[config.mk]
export PLATFORM = sky130hd
export DESIGN_NAME = periodic_task_tick_scheduler_unit
export DESIGN_NICKNAME = d
export VERILOG_FILES = /design/src/sv/ptts_pkg.sv /design/src/sv/periodic_task_tick_scheduler_unit.sv /design/src/sv/ptts_cell.sv /design/src/sv/ptts_head.sv
export SDC_FILE = /design/constraint.sdc
export NUM_CORES = 1
export LEC_CHECK = 0
export ABC_AREA = 1
export BUFFER_PORTS_ARGS = -buffer_cell sky130_fd_sc_hd__buf_2
export CAP_MARGIN = 10
export CORE_ASPECT_RATIO = 0.5
export CORE_MARGIN = 8
export CORE_UTILIZATION = 25
export DETAILED_ROUTE_END_ITERATION = 8
export PLACE_DENSITY = 0.37
export RECOVER_POWER = 25
export SLEW_MARGIN = 10
export SYNTH_ARGS = -nofsm -noshare
export SYNTH_HDL_FRONTEND = slang
export SYNTH_HIERARCHICAL = 1
export SYNTH_SLANG_ARGS = --single-unit
export TNS_END_PERCENT = 20
[constraint.sdc]
create_clock -name clk_i -period 5.8 [get_ports clk_i]
set_input_delay 0.29 -clock clk_i [delete_from_list [all_inputs] [get_ports clk_i]]
set_output_delay 0.29 -clock clk_i [all_outputs]
set_load 0.02 [all_outputs]
[src/sv/ptts_pkg.sv]
// Shared types and operation codes for the periodic task tick scheduler.
package ptts_pkg;

  localparam int FuncW  = 3;
  localparam int SlotW  = 3;
  localparam int TimeW  = 16;
  localparam int MaskW  = 8;
  localparam int ExtW   = 7;

  localparam logic [FuncW-1:0] OP_TICK    = 3'd0;
  localparam logic [FuncW-1:0] OP_CREATE  = 3'd1;
  localparam logic [FuncW-1:0] OP_SUSPEND = 3'd2;
  localparam logic [FuncW-1:0] OP_RESUME  = 3'd3;
  localparam logic [FuncW-1:0] OP_DELETE  = 3'd4;

  typedef struct packed {
    logic             occupied;
    logic             running;
    logic [TimeW-1:0] period;
    logic [TimeW-1:0] countdown;
  } slot_rec_t;

  typedef struct packed {
    logic [FuncW-1:0] func;
    logic             hit;
    logic [TimeW-1:0] period;
    logic [TimeW-1:0] first_delay;
  } head_cmd_t;

  typedef struct packed {
    logic fire;
    logic refuse;
  } head_flags_t;

endpackage

[src/sv/periodic_task_tick_scheduler_unit.sv]
// Top level of the periodic task tick scheduler: ring of slot cells and control.
//
//   channel  direction  handshake                  payload
//   in       input      in_valid_i / in_ready_o    func_i slot_i period_i first_delay_i
//   out      output     out_valid_o / out_ready_i  status_o fire_mask_o
//
// Each transfer rotates the slot ring once, one slot past the head cell per cycle
// unless a stalled output holds the last step; the last ring step registers the result.
// Input ready returns the next cycle.
// A new item is taken the cycle after a pass ends, even while a result waits.
// A stalled output holds the last ring step until the output register frees.
// Reset clears every slot; no clearing pass is needed.
module periodic_task_tick_scheduler_unit import ptts_pkg::*; #(
  parameter int TASK_COUNT = 8
) (
  input  logic             clk_i,
  input  logic             rst_ni,
  input  logic             in_valid_i,
  output logic             in_ready_o,
  input  logic [FuncW-1:0] func_i,
  input  logic [SlotW-1:0] slot_i,
  input  logic [TimeW-1:0] period_i,
  input  logic [TimeW-1:0] first_delay_i,
  output logic             out_valid_o,
  input  logic             out_ready_i,
  output logic             status_o,
  output logic [MaskW-1:0] fire_mask_o
);

  localparam int IdxW = (TASK_COUNT > 1) ? $clog2(TASK_COUNT) : 1;
  localparam logic [IdxW-1:0] LastIdx = IdxW'(TASK_COUNT - 1);

  slot_rec_t   ring [TASK_COUNT];
  slot_rec_t   head_rec;
  head_cmd_t   cmd;
  head_flags_t flags;

  logic             busy_q, busy_d;
  logic [IdxW-1:0]  idx_q, idx_d;
  logic [FuncW-1:0] func_q, func_d;
  logic [SlotW-1:0] slot_q, slot_d;
  logic [TimeW-1:0] period_q, period_d;
  logic [TimeW-1:0] delay_q, delay_d;
  logic             acc_status_q, acc_status_d;
  logic [MaskW-1:0] acc_mask_q, acc_mask_d;
  logic             out_valid_q, out_valid_d;
  logic             status_q, status_d;
  logic [MaskW-1:0] mask_q, mask_d;

  logic            in_xfer;
  logic            last;
  logic            step;
  logic [ExtW-1:0] idx_ext;
  logic [ExtW-1:0] slot_ext;
  logic [MaskW-1:0] fire_bits;

  assign in_ready_o = !busy_q;
  assign in_xfer    = in_valid_i && in_ready_o;
  assign last       = (idx_q == '0);
  assign step       = busy_q && !(last && out_valid_q && !out_ready_i);

  assign idx_ext  = ExtW'(idx_q);
  assign slot_ext = ExtW'(slot_q);

  assign cmd.func        = func_q;
  assign cmd.hit         = (idx_ext == slot_ext);
  assign cmd.period      = period_q;
  assign cmd.first_delay = delay_q;

  ptts_head u_head (
    .cmd_i   (cmd),
    .rec_i   (ring[TASK_COUNT-1]),
    .rec_o   (head_rec),
    .flags_o (flags)
  );

  for (genvar i = 0; i < TASK_COUNT; i++) begin : g_cell
    ptts_cell u_cell (
      .clk_i  (clk_i),
      .rst_ni (rst_ni),
      .step_i (step),
      .rec_i  ((i == 0) ? head_rec : ring[(i == 0) ? 0 : i - 1]),
      .rec_o  (ring[i])
    );
  end

  always_comb begin
    fire_bits = '0;
    for (int b = 0; b < MaskW; b++) begin
      if (flags.fire && idx_ext == ExtW'(b)) begin
        fire_bits[b] = 1'b1;
      end
    end
  end

  always_comb begin
    busy_d       = busy_q;
    idx_d        = idx_q;
    func_d       = func_q;
    slot_d       = slot_q;
    period_d     = period_q;
    delay_d      = delay_q;
    acc_status_d = acc_status_q;
    acc_mask_d   = acc_mask_q;
    out_valid_d  = out_valid_q;
    status_d     = status_q;
    mask_d       = mask_q;

    if (out_valid_q && out_ready_i) begin
      out_valid_d = 1'b0;
    end

    if (in_xfer) begin
      busy_d       = 1'b1;
      idx_d        = LastIdx;
      func_d       = func_i;
      slot_d       = slot_i;
      period_d     = period_i;
      delay_d      = first_delay_i;
      acc_status_d = 1'b0;
      acc_mask_d   = '0;
    end else if (step) begin
      acc_status_d = acc_status_q | flags.refuse;
      acc_mask_d   = acc_mask_q | fire_bits;
      if (last) begin
        busy_d      = 1'b0;
        out_valid_d = 1'b1;
        status_d    = acc_status_q | flags.refuse;
        mask_d      = acc_mask_q | fire_bits;
      end else begin
        idx_d = idx_q - IdxW'(1);
      end
    end
  end

  always_ff @(posedge clk_i or negedge rst_ni) begin
    if (!rst_ni) begin
      busy_q      <= 1'b0;
      out_valid_q <= 1'b0;
      idx_q       <= '0;
    end else begin
      busy_q      <= busy_d;
      out_valid_q <= out_valid_d;
      idx_q       <= idx_d;
    end
  end

  always_ff @(posedge clk_i) begin
    func_q       <= func_d;
    slot_q       <= slot_d;
    period_q     <= period_d;
    delay_q      <= delay_d;
    acc_status_q <= acc_status_d;
    acc_mask_q   <= acc_mask_d;
    status_q     <= status_d;
    mask_q       <= mask_d;
  end

  assign out_valid_o = out_valid_q;
  assign status_o    = status_q;
  assign fire_mask_o = mask_q;

endmodule

[src/sv/ptts_cell.sv]
// One slot cell of the rotating ring; loads its neighbor's record on each step.
module ptts_cell import ptts_pkg::*; (
  input  logic      clk_i,
  input  logic      rst_ni,
  input  logic      step_i,
  input  slot_rec_t rec_i,
  output slot_rec_t rec_o
);

  slot_rec_t rec_q, rec_d;

  always_comb begin
    rec_d = rec_q;
    if (step_i) begin
      rec_d = rec_i;
    end
  end

  always_ff @(posedge clk_i or negedge rst_ni) begin
    if (!rst_ni) begin
      rec_q <= '0;
    end else begin
      rec_q <= rec_d;
    end
  end

  assign rec_o = rec_q;

endmodule

[src/sv/ptts_head.sv]
// Update logic applied to the slot record passing the head of the ring.
module ptts_head import ptts_pkg::*; (
  input  head_cmd_t   cmd_i,
  input  slot_rec_t   rec_i,
  output slot_rec_t   rec_o,
  output head_flags_t flags_o
);

  always_comb begin
    rec_o   = rec_i;
    flags_o = '0;
    case (cmd_i.func)
      OP_TICK: begin
        if (rec_i.running) begin
          if (rec_i.countdown == '0) begin
            flags_o.fire    = rec_i.occupied;
            rec_o.countdown = rec_i.period - TimeW'(1);
          end else begin
            rec_o.countdown = rec_i.countdown - TimeW'(1);
          end
        end
      end
      OP_CREATE: begin
        if (cmd_i.hit) begin
          if (rec_i.occupied) begin
            flags_o.refuse = 1'b1;
          end else begin
            rec_o.occupied  = 1'b1;
            rec_o.running   = 1'b1;
            rec_o.period    = cmd_i.period;
            rec_o.countdown = cmd_i.first_delay;
          end
        end
      end
      OP_SUSPEND: begin
        if (cmd_i.hit) begin
          rec_o.running = 1'b0;
        end
      end
      OP_RESUME: begin
        if (cmd_i.hit) begin
          rec_o.running = 1'b1;
        end
      end
      OP_DELETE: begin
        if (cmd_i.hit) begin
          rec_o.occupied = 1'b0;
        end
      end
      default: begin
        rec_o = rec_i;
      end
    endcase
  end

endmodule

# Word level (Yosys, flattened, before mapping)
# Index checks and enable logic that the tools add are counted.
dict set report classes {
  eq_ne 13
  bitwise 3
  muxes 35
  add_sub_neg 3
  n_reduce_logical 25
}
# cell n
set op_table {}
lappend op_table {{$mux W16} 3}
lappend op_table {{$mux W34} 1}
lappend op_table {{$mux W33} 1}
lappend op_table {{$pmux W16 S2} 1}
lappend op_table {{$sub A16 B1 Y16 const B} 2}
lappend op_table {{$mux W1} 24}
lappend op_table {{$logic_not A16 Y1} 1}
lappend op_table {{$eq A3 B3 Y1 const B} 5}
lappend op_table {{$logic_and A1 B1 Y1} 13}
lappend op_table {{$eq A3 B2 Y1 const B} 4}
lappend op_table {{$mux W3} 3}
lappend op_table {{$or A8 B8 Y8} 1}
lappend op_table {{$logic_not A7 Y1} 1}
lappend op_table {{$eq A3 B1 Y1 const B} 2}
lappend op_table {{$logic_not A3 Y1} 2}
lappend op_table {{$reduce_and A2 Y1} 2}
lappend op_table {{$reduce_bool A2 Y1} 2}
lappend op_table {{$eq A3 B3 Y1} 1}
lappend op_table {{$logic_not A1 Y1} 3}
lappend op_table {{$pmux W1 S3} 1}
lappend op_table {{$reduce_and A3 Y1} 1}
lappend op_table {{$sub A3 B1 Y3 const B} 1}
lappend op_table {{$ne A2 B2 Y1 const B} 1}
lappend op_table {{$pmux W1 S2} 1}
lappend op_table {{other kinds (2)} 2}
dict set report totals {
  elab_cells 122
  register_bits 333
  out_inout_bits 11
  input_bits 42
}

# Logic depth before layout (Yosys ltp)
# Gate-level depths: netlist (run 1).
dict set report depth {
  word_depth 7
  mapped_depth 17
  mapped_depth_nobuf 17
}

# Hierarchy
# The synthesis (run 1) kept the hierarchy.
# mod seq_area_each_um2 instances cells_each area_each_um2
set modules_own_cells {}
lappend modules_own_cells {ptts_cell 850.8 8 144 1345.0}
lappend modules_own_cells {periodic_task_tick_scheduler_unit 1716.6 1 156 2245.9}
lappend modules_own_cells {ptts_head 0.0 1 334 1756.7}

# Worst setup path after synthesis (run 1)
# Ideal clock, no wire load.
dict set report synth_path {
  kind {reg-to-reg}
  start {reg g_cell[7].u_cell.rec_q (netlist bit g_cell[7].u_cell/rec_o[1])}
  end {reg g_cell[0].u_cell.rec_q (netlist bit g_cell[0].u_cell/rec_o[8])}
  t_arrival_ns 1.867
  required_ns 5.684
  path_slack_ns 3.816
  setup_time_ns 0.116
  path_buffers 0
  period_less_slack_ns 1.984
  stages_incl_launch_ff 16
  path_cell_list {dfrtp_1 > nor2_2 > nand2_2 > nor2_8 > nand3b_1 > nand2_1 > ha_1 > inv_1 > nor2_1 > nand2_1 > nor2_1 > a21oi_1 > o21ai_0 > nand2_1 > nand2_1 > nand2_1}
}
# item line_no
set synth_rtl {}
lappend synth_rtl {{start: declaration} ptts_cell.sv:10} ;# slot_rec_t rec_q, rec_d;
lappend synth_rtl {{start signal: assignment} ptts_cell.sv:23} ;# rec_q <= rec_d;
lappend synth_rtl {{end signal: assignment} ptts_cell.sv:23}
lappend synth_rtl {{end: declaration} ptts_cell.sv:10}

# Final worst setup path (run 1)
dict set report layout_path {
  start {reg busy_q}
  end {reg period_q[11] (enable)}
}
dict set report layout_via {
  elab_chain_cells 2
}
# item line_no
set layout_rtl {}
lappend layout_rtl {{start: declaration} periodic_task_tick_scheduler_unit.sv:38} ;# logic busy_q, busy_d;
lappend layout_rtl {{start signal: assignment} periodic_task_tick_scheduler_unit.sv:142} ;# busy_q <= busy_d;
lappend layout_rtl {{$logic_not A1 Y1} periodic_task_tick_scheduler_unit.sv:57} ;# assign in_ready_o = !busy_q;
lappend layout_rtl {{$logic_and A1 B1 Y1} periodic_task_tick_scheduler_unit.sv:58} ;# assign in_xfer = in_valid_i && in_ready_o;
lappend layout_rtl {{end signal: assignment} periodic_task_tick_scheduler_unit.sv:151} ;# period_q <= period_d;
lappend layout_rtl {{end: declaration} periodic_task_tick_scheduler_unit.sv:42} ;# logic [TimeW-1:0] period_q, period_d;
# No other way between the ends.
# A chain may end at the register's enable or synchronous reset.

==> results of run 1 <==
[final timing paths]
check / start / endpoint / cells past startpoint
worst min-delay path: in_valid_i / busy_q / 3
worst max-delay path: busy_q / period_q[11] / 3
worst min register to register: g_cell[1].u_cell/rec_o[15] / g_cell[2].u_cell/rec_o[15] / 2
max in group asynchronous: rst_ni / g_cell[3].u_cell/rec_o[27] / 3
worst max register to register: busy_q / period_q[11] / 3
min in group asynchronous: rst_ni / out_valid_o / 2
[per-stage QoR]
step | instances | worst slack, ns | cell area [sq um] | power, mW | hold WS, ns
6_report | 2511 | 1.80 | 17000 | 9.34 | 0.0308
4_1_cts | 2511 | 2.95 | 17000 | 9.55 | 0.0680
5_1_grt | 2511 | 1.41 | 17000 | 10.1 | 0.0637
3_5_place_dp | 2406 | 2.96 | 15400 | 7.01 | 0.305
2_1_floorplan | 1642 | 3.82 | 14800 | 6.26 | -0.00559
3_3_place_gp | 2406 | 2.95 | 15400 | 7.02 | 0.318
[registers in the layout (all words and copies together) (netlist names)]
signal               flops
period_q                16
func_q                   3
status_o                 1
acc_status_q             1
g_cell.u_cell/rec_o    272
busy_q                   1
delay_q                 16
idx_q                    3
fire_mask_o              8
slot_q                   3
out_valid_o              1
acc_mask_q               8
[area by class of cell]
class,count,share of cell area [%]
sequential,333,50.2
multi-input combinational,1161,30.4
clock buffer,53,6.47
tap,780,5.75
timing repair buffer,97,4.28
inverter,74,2.00
clock inverter,13,0.928
[metal layers]
| layer | share of wire (%) | vias up | global-route usage [%] |
|---|---|---|---|
| met4 | 2.4 | 0 | 3.43 |
| met3 | 2.7 | 60 | 1.91 |
| met2 | 45 | 101 | 18.6 |
| li1 | - | 5238 | - |
| met5 | 0 | - | 0 |
| met1 | 50 | 4921 | 16.1 |
[cell usage in the layout, fill, tap and decap left out, types with 4 or more instances in the layout]
| cell type | netlist | final |
|---|---|---|
| nand2_1 | 842 | 845 |
| dfrtp_1 | 277 | 277 |
| nand2_2 | 92 | 91 |
| inv_1 | 62 | 62 |
| nand3_1 | 49 | 49 |
| edfxtp_1 | 47 | 47 |
| nor2_1 | 43 | 43 |
| clkbuf_16 | 0 | 39 |
| dlygate4sd3_1 | 0 | 39 |
| buf_2 | 3 | 38 |
| o21ai_0 | 27 | 28 |
| a21oi_1 | 26 | 26 |
| clkbuf_1 | 8 | 20 |
| mux2_2 | 12 | 12 |
| dfxtp_1 | 9 | 9 |
| nand3b_1 | 9 | 9 |
| inv_8 | 8 | 8 |
| o311ai_0 | 8 | 8 |
| clkbuf_8 | 0 | 7 |
| ha_1 | 6 | 6 |
| a21oi_2 | 5 | 5 |
| nor2_2 | 5 | 5 |
| clkinv_2 | 0 | 4 |
| clkinvlp_4 | 0 | 4 |
[report_power, final]
group	internal, mW	leakage, nW	switching, mW
clock network	1.46	0.607	0.983
registers	3.09	4.29	0.519
logic	0.982	3.87	2.31
[cells by family after synthesis]
group	count (synthesis)	share of synthesized area (%)
AOI/OAI and AO/OA	79	3.15
xor gates and xnor gates	5	0.297
adders and majority gates	6	0.509
buffers and inverters	148	7.17
DFF	333	57.7
muxes	12	0.915
and+or+nand+nor	1059	30.2
[worst max-delay path, cell delays in order (launching register included)]
cell and delay [ns]:
dfrtp_1 0.44, clkinvlp_2 0.23, nand2_1 0.29, clkinvlp_2 1.96
==> qor.yml, run 1 <==
synth:
  yosys-top-cells-area: "dfrtp_1 47%, nand2_1 21%, edfxtp_1 9.6%"
  synth_most_common_cell: "nand2_1"
  ys_seq_area_share_pct: 57.7
  synth_ff_type: "dfrtp_1"
  synth_common_cells: "842 x nand2_1, 277 x dfrtp_1, 92 x nand2_2, 62 x inv_1, 49 x nand3_1"
  syn-cell-area_sq_um: 14800
  synth-edff-count: 47
  synthCells: 1642
  async_reset_ff_share_pct: 83.2
  yosys_warnings: 6
  ys_seq_elements: 333
  synthDistinctLibCells: 43
  yosysTopAreaCell: "dfrtp_1"
  synth_top_area_share_pct: 47.0
  avgSynthCellArea_sq_um: 8.99
  synth_nets: 1690
grt:
  overflow: 0
  grt_usage_pct: 11.6
  grt_max_degree: 152
  antenna_found_initial: 0
  grt_pass1_wl_mm: 63.7
  grt_pass1_vias: 10900
worst_setup_path:
  cp.arrival_ns: 3.50
  rrSetupSlack_ns: 1.80
  crit_type: "flip-flop to flip-flop"
  critPathLaunchType: "flip-flop"
  cp-end-kind: "flip-flop"
  worstPathMaxFanout: 44
  critPathRequiredTime_ns: 5.29
cells_and_area:
  nNetsFinal: 1752
  nFillCells: 6350
  seqCellArea_sq_um: 8520
  drive_gt1_share_pct: 13.9
  diodes: 0
  multi_input_area_sq_um: 5160
  syn_to_final_growth_pct: 15.1
  final_util_pct: 28.9
timing:
  maxSlewHeadroom_pct: -68.6
  fin_skew_ns: 0.0195
  max_freq_mhz: 250
  min_period_ns: 4.00
  hold_viol_final: 0
  tightest_slew_ns: 2.52
  final_max_slew_viol_count: 45
  rsz0062_at_grt: "false"
  fin_setup_tns_ns: 0
  period_share_pct: 69.0
  setup_viol_count_final: 0
floorplanning:
  io_pins: 53
  start_util_pct: 25.1
  die_h_microns: 188
  die_area_sq_um: 67600
  fp.dieW_microns: 360
  core-area_sq_um: 58800
  rows: 63
drt:
  drtAntennaViolNets: 0
  dr.first_iter.drc_count: 661
  viasPerCell: 4.11
  vias: 10300
  firstDrtPassIters: 4
  finalWirelength_mm: 39.3
  drc: 0
  wire_per_inst_microns: 15.7
placed_design:
  gp_congestion: 0.798
  dp_hpwl_mm: 24.1
  io_buffers: 52
clock_network:
  cts_buffers: 37
  cts-root-buf: "clkbuf_16"
  clkTransAtPathRegs_ns: 0.06
  cts_setup_buffers: 0
  ctsHtreeMaxLevel: 2
  clock_path_buffers: 3
  clk_latency_ns: 0.53
  cts_tree: "built"
  clock-sinks: 333
  holdBufCountCts: 39
  cts_resized: 0
power_and_ir_drop:
  power_density_nw_per_um2: 550
  ir_drop_mv: 0.244
  p_leak_nw: 8.77
status:
  status: "finished, violations left"
  violations: "max-capacitance violations, max-slew violations"
run:
  max-cap-violations: 1
worst_hold_path:
  holdCritPathClass: "input port to flip-flop"
Note: power is estimated with default switching activity, not from simulation.
==> inputs of run 2 (changes only) <==
Settings changed: ABC_AREA 1 to 0, PLACE_DENSITY 0.37 to 0.38.
Clock period 5.8 ns to 3.3 ns, I/O delays scaled along.
==> qor.yml, run 2 <==
timing:
  setup_viol_count_final: 0
  worst_slack_ns: 0.171
  period_share_pct: 94.8
  tightest_slew_ns: 2.36
  rsz0062_at_grt: "true"
  hold_viol_final: 0
  fin_skew_ns: 0.0209
  timing.hold.ws_ns: 0.356
  max_freq_mhz: 320
  maxSlewHeadroom_pct: -57.3
  min_period_ns: 3.13
  final_max_slew_viol_count: 85
worst_setup_path:
  worstPathMaxFanout: 5
  crit_type: "flip-flop to flip-flop"
  critPathLaunchType: "flip-flop"
  cp-end-kind: "flip-flop"
  critPathRequiredTime_ns: 3.69
  cp.arrival_ns: 3.52
  cp_slowest_cell: "or4_4"
  cp_cell_sequence: "or4_4 -> or4_4 -> nor2_4 -> a21oi_1 -> ha_2 -> or4b_2 -> nor2_1 -> o21ai_2 -> nor4_2 -> xor2_1 -> a21oi_1 -> mux2_4"
  slowest_delay_ns: 0.57
  critPathTopFamily: "simple AND/OR/NAND/NOR gates"
  path_buf_inv: 0
grt:
  grt_max_degree: 87
  grt_pass1_vias: 8289
  antenna_found_initial: 0
  grt_pass1_wl_mm: 49.9
  overflow: 0
  grt_usage_pct: 9.00
placed_design:
  io_buffers: 52
  gp_congestion: 0.795
  post-place-ws_ns: 0.0795
  dp_hpwl_mm: 19.8
drt:
  vias: 7682
  finalWirelength_mm: 30.6
  firstDrtPassIters: 4
  drtAntennaViolNets: 0
  drc: 0
  dr.first_iter.drc_count: 456
  wire_per_inst_microns: 16.4
  viasPerCell: 4.11
synth:
  synth_most_common_cell: "dfrtp_1"
  synthCells: 942
  yosys-top-cells-area: "dfrtp_1 47%, mux2_4 24%, edfxtp_1 9.5%"
  async_reset_ff_share_pct: 83.2
  syn-cell-area_sq_um: 14900
  avgSynthCellArea_sq_um: 15.8
  synth_top_area_share_pct: 46.6
  yosysTopAreaCell: "dfrtp_1"
  synthDistinctLibCells: 68
  ys_seq_elements: 333
  yosys_warnings: 6
  synth_ff_type: "dfrtp_1"
  synth-edff-count: 47
  ys_seq_area_share_pct: 57.3
  synth_nets: 990
  synth_common_cells: "277 x dfrtp_1, 240 x mux2_4, 56 x nand2_1, 47 x edfxtp_1, 32 x mux2_2"
status:
  status: "finished, violations left"
  violations: "max-capacitance violations, max-slew violations"
cells_and_area:
  syn_to_final_growth_pct: 17.6
  largest_reg_flops: 272
  mostFrequentLayoutCells: "277 x dfrtp_1, 240 x mux2_4, 56 x nand2_1"
  diodes: 0
  final_common_cell: "dfrtp_1"
  nNetsFinal: 1116
  drive_gt1_share_pct: 40.6
floorplanning:
  start_util_pct: 25.2
  io_pins: 53
  fp.dieW_microns: 361
  core-area_sq_um: 59000
  die_h_microns: 189
  die_area_sq_um: 68100
  rows: 63
worst_hold_path:
  holdCritPathClass: "input port to flip-flop"
power_and_ir_drop:
  seqPwrFrac_pct: 40.3
  p_leak_nw: 8.56
  ir_drop_mv: 0.304
  intPower_mw: 10.9
  clkPwrFrac_pct: 24.5
  switching_share_pct: 31.5
  power_density_nw_per_um2: 910
  switchingPower_mw: 5.02
  combinationalPowerShare_pct: 35.2
clock_network:
  clock_path_buffers: 3
  cts-root-buf: "clkbuf_16"
  clk_latency_ns: 0.52
  clkTransAtPathRegs_ns: 0.06
  cts_buffers: 36
  cts_setup_buffers: 0
  clock-sinks: 333
  ctsHtreeMaxLevel: 2
  cts_tree: "built"
run:
  max-cap-violations: 1
run 2: cell count changes after synthesis, sizes merged, moves of 9 or more:
| cell | before | now |
|---|---|---|
| nand3 | 52 | 5 |
| o21ai | 31 | 15 |
| buf | 66 | 42 |
| o22ai | 1 | 11 |
| nand2 | 938 | 56 |
| nor4 | 0 | 9 |
| nor3 | 3 | 13 |
| mux2 | 12 | 272 |
| nor2 | 53 | 25 |
| inv | 74 | 11 |
run 2: worst paths after layout:
| check | startpoint | to | slack [ns] | depth (start not counted) |
|---|---|---|---|---|
| worst max-delay path | g_cell[7].u_cell/rec_o[7] | g_cell[0].u_cell/rec_o[14] | 0.17 | 12 |
| worst min-delay path | period_i[9] | period_q[9] | 0.36 | 2 |
| worst max register to register | g_cell[7].u_cell/rec_o[7] | g_cell[0].u_cell/rec_o[14] | 0.17 | 12 |
| worst min register to register | acc_status_q | acc_status_q | 0.46 | 1 |
| max in group asynchronous | rst_ni | g_cell[3].u_cell/rec_o[20] | 0.99 | 3 |
| min in group asynchronous | rst_ni | g_cell[1].u_cell/rec_o[1] | 0.87 | 2 |
run 2: layout make-up:
class / count / area [sq um]
multi-input combinational: 543 / 5680
clock buffer: 57 / 1080
fill: 5868 / 41500
sequential: 333 / 8520
clock inverter: 4 / 45.0
tap: 780 / 976
inverter: 11 / 41.3
timing repair buffer: 143 / 1160
run 2: power groups by stage:
stage / logic, mW / registers (mW) / clock network (mW)
after floorplan: 4.58 / 6.16 / 0
after global placement: 5.53 / 6.47 / 0
after detailed placement: 5.55 / 6.49 / 0
after CTS: 5.62 / 6.43 / 4.10
after global routing: 6.09 / 6.60 / 4.27
final: 5.61 / 6.42 / 3.91
run 2: timing repair:
| item | 4_1_cts | 5_1_grt |
|---|---|---|
| gates resized for setup | 0 | 4 |
| endpoints found under the setup margin | 0 | 4 |
| endpoints found under the hold margin | 122 | 0 |
| hold buffers | 41 | 0 |
run 2: layer usage:
metal	global-route usage [%]	routed length, microns
met5	0	0
met4	2.45	604
met3	1.77	1120
met2	13.0	13000
met1	13.5	15900
run 2: logic make-up (layout without fill, tap and decap cells):
group / count (synthesis) / in the layout / synth area share [%]
buffers and inverters: 66 / 215 / 4.81
xor gates and xnor gates: 13 / 13 / 0.765
muxes: 273 / 273 / 26.7
adders and majority gates: 6 / 6 / 0.504
and+or+nand+nor: 149 / 149 / 5.11
DFF: 333 / 333 / 57.3
AOI/OAI and AO/OA: 102 / 102 / 4.86
run 2: worst reg2reg max path: stages, from the launching register on:
cell     delay, ns
dfrtp_1       0.38
or4_4         0.57
or4_4         0.57
nor2_4        0.12
a21oi_1       0.10
ha_2          0.21
or4b_2        0.23
nor2_1        0.05
o21ai_2       0.14
nor4_2        0.10
xor2_1        0.18
a21oi_1       0.09
mux2_4        0.25
run 2: metrics by stage:
step	std cells	instance area (sq um)	util, %	TNS [ns]	total power [mW]
final	1871	17500	29.7	0	15.9
after global routing	1871	17500	29.7	-0.0926	17.0
after CTS	1871	17500	29.7	0	16.2
after detailed placement	1769	16000	27.1	0	12.0
after global placement	1769	16000	27.1	0	12.0
after floorplan	942	14900	-	0	10.7
==> inputs of run 3 (changes only) <==
Settings changed: SYNTH_HIERARCHICAL 1 to default.
==> qor.yml, run 3 <==
placed_design:
  dp.cells: 2183
  io_buffers: 52
  dp_hpwl_mm: 21.2
  gp_congestion: 0.838
synth:
  yosys-top-cells-area: "dfrtp_1 52%, nand2_1 21%, edfxtp_1 11%"
  synth_xor_area_share_pct: 0.783
  synth_top_area_share_pct: 51.6
  synth_fa_ha_area_share_pct: 0.559
  synthSimpleGateAreaFrac_pct: 26.0
  yosys_warnings: 0
  synth_top_family_by_area: "simple AND/OR/NAND/NOR gates"
  synthCells: 1465
  synth_most_common_cell: "nand2_1"
  ys_seq_elements: 333
  async_reset_ff_share_pct: 83.2
  syn-cell-area_sq_um: 13400
  synth_common_cells: "768 x nand2_1, 277 x dfrtp_1, 73 x clkbuf_1, 57 x nor2_1, 47 x edfxtp_1"
  yosysTopAreaCell: "dfrtp_1"
  synth_nets: 1513
  synth.area.mux_share_pct: 0
  synth-edff-count: 47
  synth_compound_area_share_pct: 6.61
  synth_ff_type: "dfrtp_1"
  ys_seq_area_share_pct: 63.5
  synthDistinctLibCells: 61
  avgSynthCellArea_sq_um: 9.16
timing:
  rsz0062_at_grt: "false"
  hold_viol_final: 0
  timing.hold.ws_ns: 0.103
  tightest_slew_ns: 1.55
  setup_viol_count_final: 0
  max_freq_mhz: 322
  fin_skew_ns: 0.0226
  final_max_slew_viol_count: 58
  min_period_ns: 3.11
  period_share_pct: 94.1
  maxSlewHeadroom_pct: -3.25
  fin_setup_tns_ns: 0
clock_network:
  cts-root-buf: "clkbuf_16"
  clk_latency_ns: 0.53
  clock_path_buffers: 3
  cts_tree: "built"
  clock-sinks: 333
  clkTransAtPathRegs_ns: 0.06
  ctsHtreeMaxLevel: 2
  cts_buffers: 37
worst_setup_path:
  cp_slowest_cell: "or4_4"
  crit_type: "flip-flop to flip-flop"
  critPathTopFamily: "simple AND/OR/NAND/NOR gates"
  slowest_delay_ns: 0.56
  path_buf_inv: 0
  cp-end-kind: "flip-flop"
  critPathLaunchType: "flip-flop"
  cp_cell_sequence: "or4_4 -> or4_1 -> nor2_2 -> a21oi_1 -> ha_1 -> nand2b_1 -> nor4_1 -> o221ai_1 -> o21ai_0 -> a311o_1 -> o311ai_1"
  worstPathMaxFanout: 7
  critPathRequiredTime_ns: 3.71
  cp.arrival_ns: 3.52
power_and_ir_drop:
  p_leak_nw: 8.08
  switching_share_pct: 37.1
  switchingPower_mw: 5.91
  seqPwrFrac_pct: 42.1
  ir_drop_mv: 0.335
  power_density_nw_per_um2: 979
  intPower_mw: 10.0
  combinationalPowerShare_pct: 30.9
  clkPwrFrac_pct: 27.1
floorplanning:
  start_util_pct: 25.2
  core-area_sq_um: 53400
  die_area_sq_um: 61800
  die_h_microns: 180
  io_pins: 53
  rows: 60
  fp.dieW_microns: 344
drt:
  dr.first_iter.drc_count: 784
  viasPerCell: 4.36
  drc: 0
  vias: 9982
  finalWirelength_mm: 33.8
  drtAntennaViolNets: 0
  wire_per_inst_microns: 14.8
  firstDrtPassIters: 7
cells_and_area:
  nFillCells: 5543
  stdcell_count: 2291
  nNetsFinal: 1597
  drive_gt1_share_pct: 9.38
  final_common_cell: "nand2_1"
  diodes: 0
  syn_to_final_growth_pct: 21.4
  final_util_pct: 30.5
  mostFrequentLayoutCells: "768 x nand2_1, 277 x dfrtp_1, 55 x nor2_1"
  largest_reg_flops: 272
grt:
  grt_max_degree: 97
  antenna_found_initial: 1
  grt_usage_pct: 11.0
  overflow: 0
  grt_pass1_wl_mm: 56.2
  grt_pass1_vias: 10200
status:
  status: "finished, violations left"
  violations: "max-capacitance violations, max-slew violations"
worst_hold_path:
  holdCritPathClass: "input port to flip-flop"
run:
  max-cap-violations: 1
-- run 3: power groups by stage --
stage	Sequential [mW]	Combinational [mW]	Clock, mW
after floorplan	6.46	3.43	0
after CTS	6.72	5.01	4.50
final	6.71	4.92	4.32
after detailed placement	6.77	4.94	0
after global routing	6.92	5.66	4.68
after global placement	6.74	4.90	0
-- run 3: worst reg2reg max path: cells and delay by family (launching register included) --
kind | cells | cell delay [ns]
simple gates | 5 | 1.46
compound gates | 5 | 0.90
fa+ha+maj | 1 | 0.23
flops | 1 | 0.43
-- run 3: cells by family (layout without fill, tap and decap cells) --
group           Yosys count  after routing
buf+inv                  90            203
flops                   333            333
xor+xnor                 12             12
fa+ha+maj                 6              6
compound gates          138            138
simple gates            886            886
-- run 3: per-layer routing --
metal / global-route usage [%] / vias up / share of wire [%]
met5: 0 / - / 0
met4: 2.68 / 0 / 1.8
met3: 2.24 / 55 / 4.1
met2: 16.6 / 145 / 44
met1: 15.9 / 4885 / 50
li1: - / 4897 / -
-- run 3: path summary, 6_finish.rpt --
check	start	to	slack, ns	depth (start not counted)
max in group asynchronous	rst_ni	g_cell[6].u_cell.rec_o[6]	0.62	3
setup reg to reg	g_cell[7].u_cell.rec_o[9]	g_cell[0].u_cell.rec_o[14]	0.19	11
hold reg to reg	g_cell[2].u_cell.rec_o[13]	g_cell[3].u_cell.rec_o[13]	0.46	2
hold / removal	out_ready_i	out_valid_o	0.10	3
min in group asynchronous	rst_ni	g_cell[2].u_cell.rec_o[25]	0.56	2
setup / recovery	g_cell[7].u_cell.rec_o[9]	g_cell[0].u_cell.rec_o[14]	0.19	11
-- run 3: stage by stage --
step                instance area [sq um]  total power [mW]  worst slack (ns)
floorplan                           13400              9.89             0.135
global placement                    14700              11.6             0.218
detailed placement                  14700              11.7             0.148
CTS                                 16300              16.2             0.145
global route                        16300              17.3            0.0321
finish                              16300              16.0             0.195
-- run 3: layout make-up --
type | count | area (sq um) | area share [%]
Inverter | 11 | 41.3 | 0.253
Timing Repair Buffer | 124 | 980 | 6.01
Clock inverter | 12 | 164 | 1.01
Multi-Input combinational cell | 1042 | 4590 | 28.2
Sequential cell | 333 | 8520 | 52.3
Clock buffer | 56 | 1110 | 6.81
Tap cell | 713 | 892 | 5.47
-- run 3: repair_timing --
item | CTS | global route
buffers inserted | 0 | 0
setup endpoints to repair | 0 | 1
hold buffers | 40 | 0
hold endpoints to repair | 94 | 0
gates resized for setup | 0 | 1
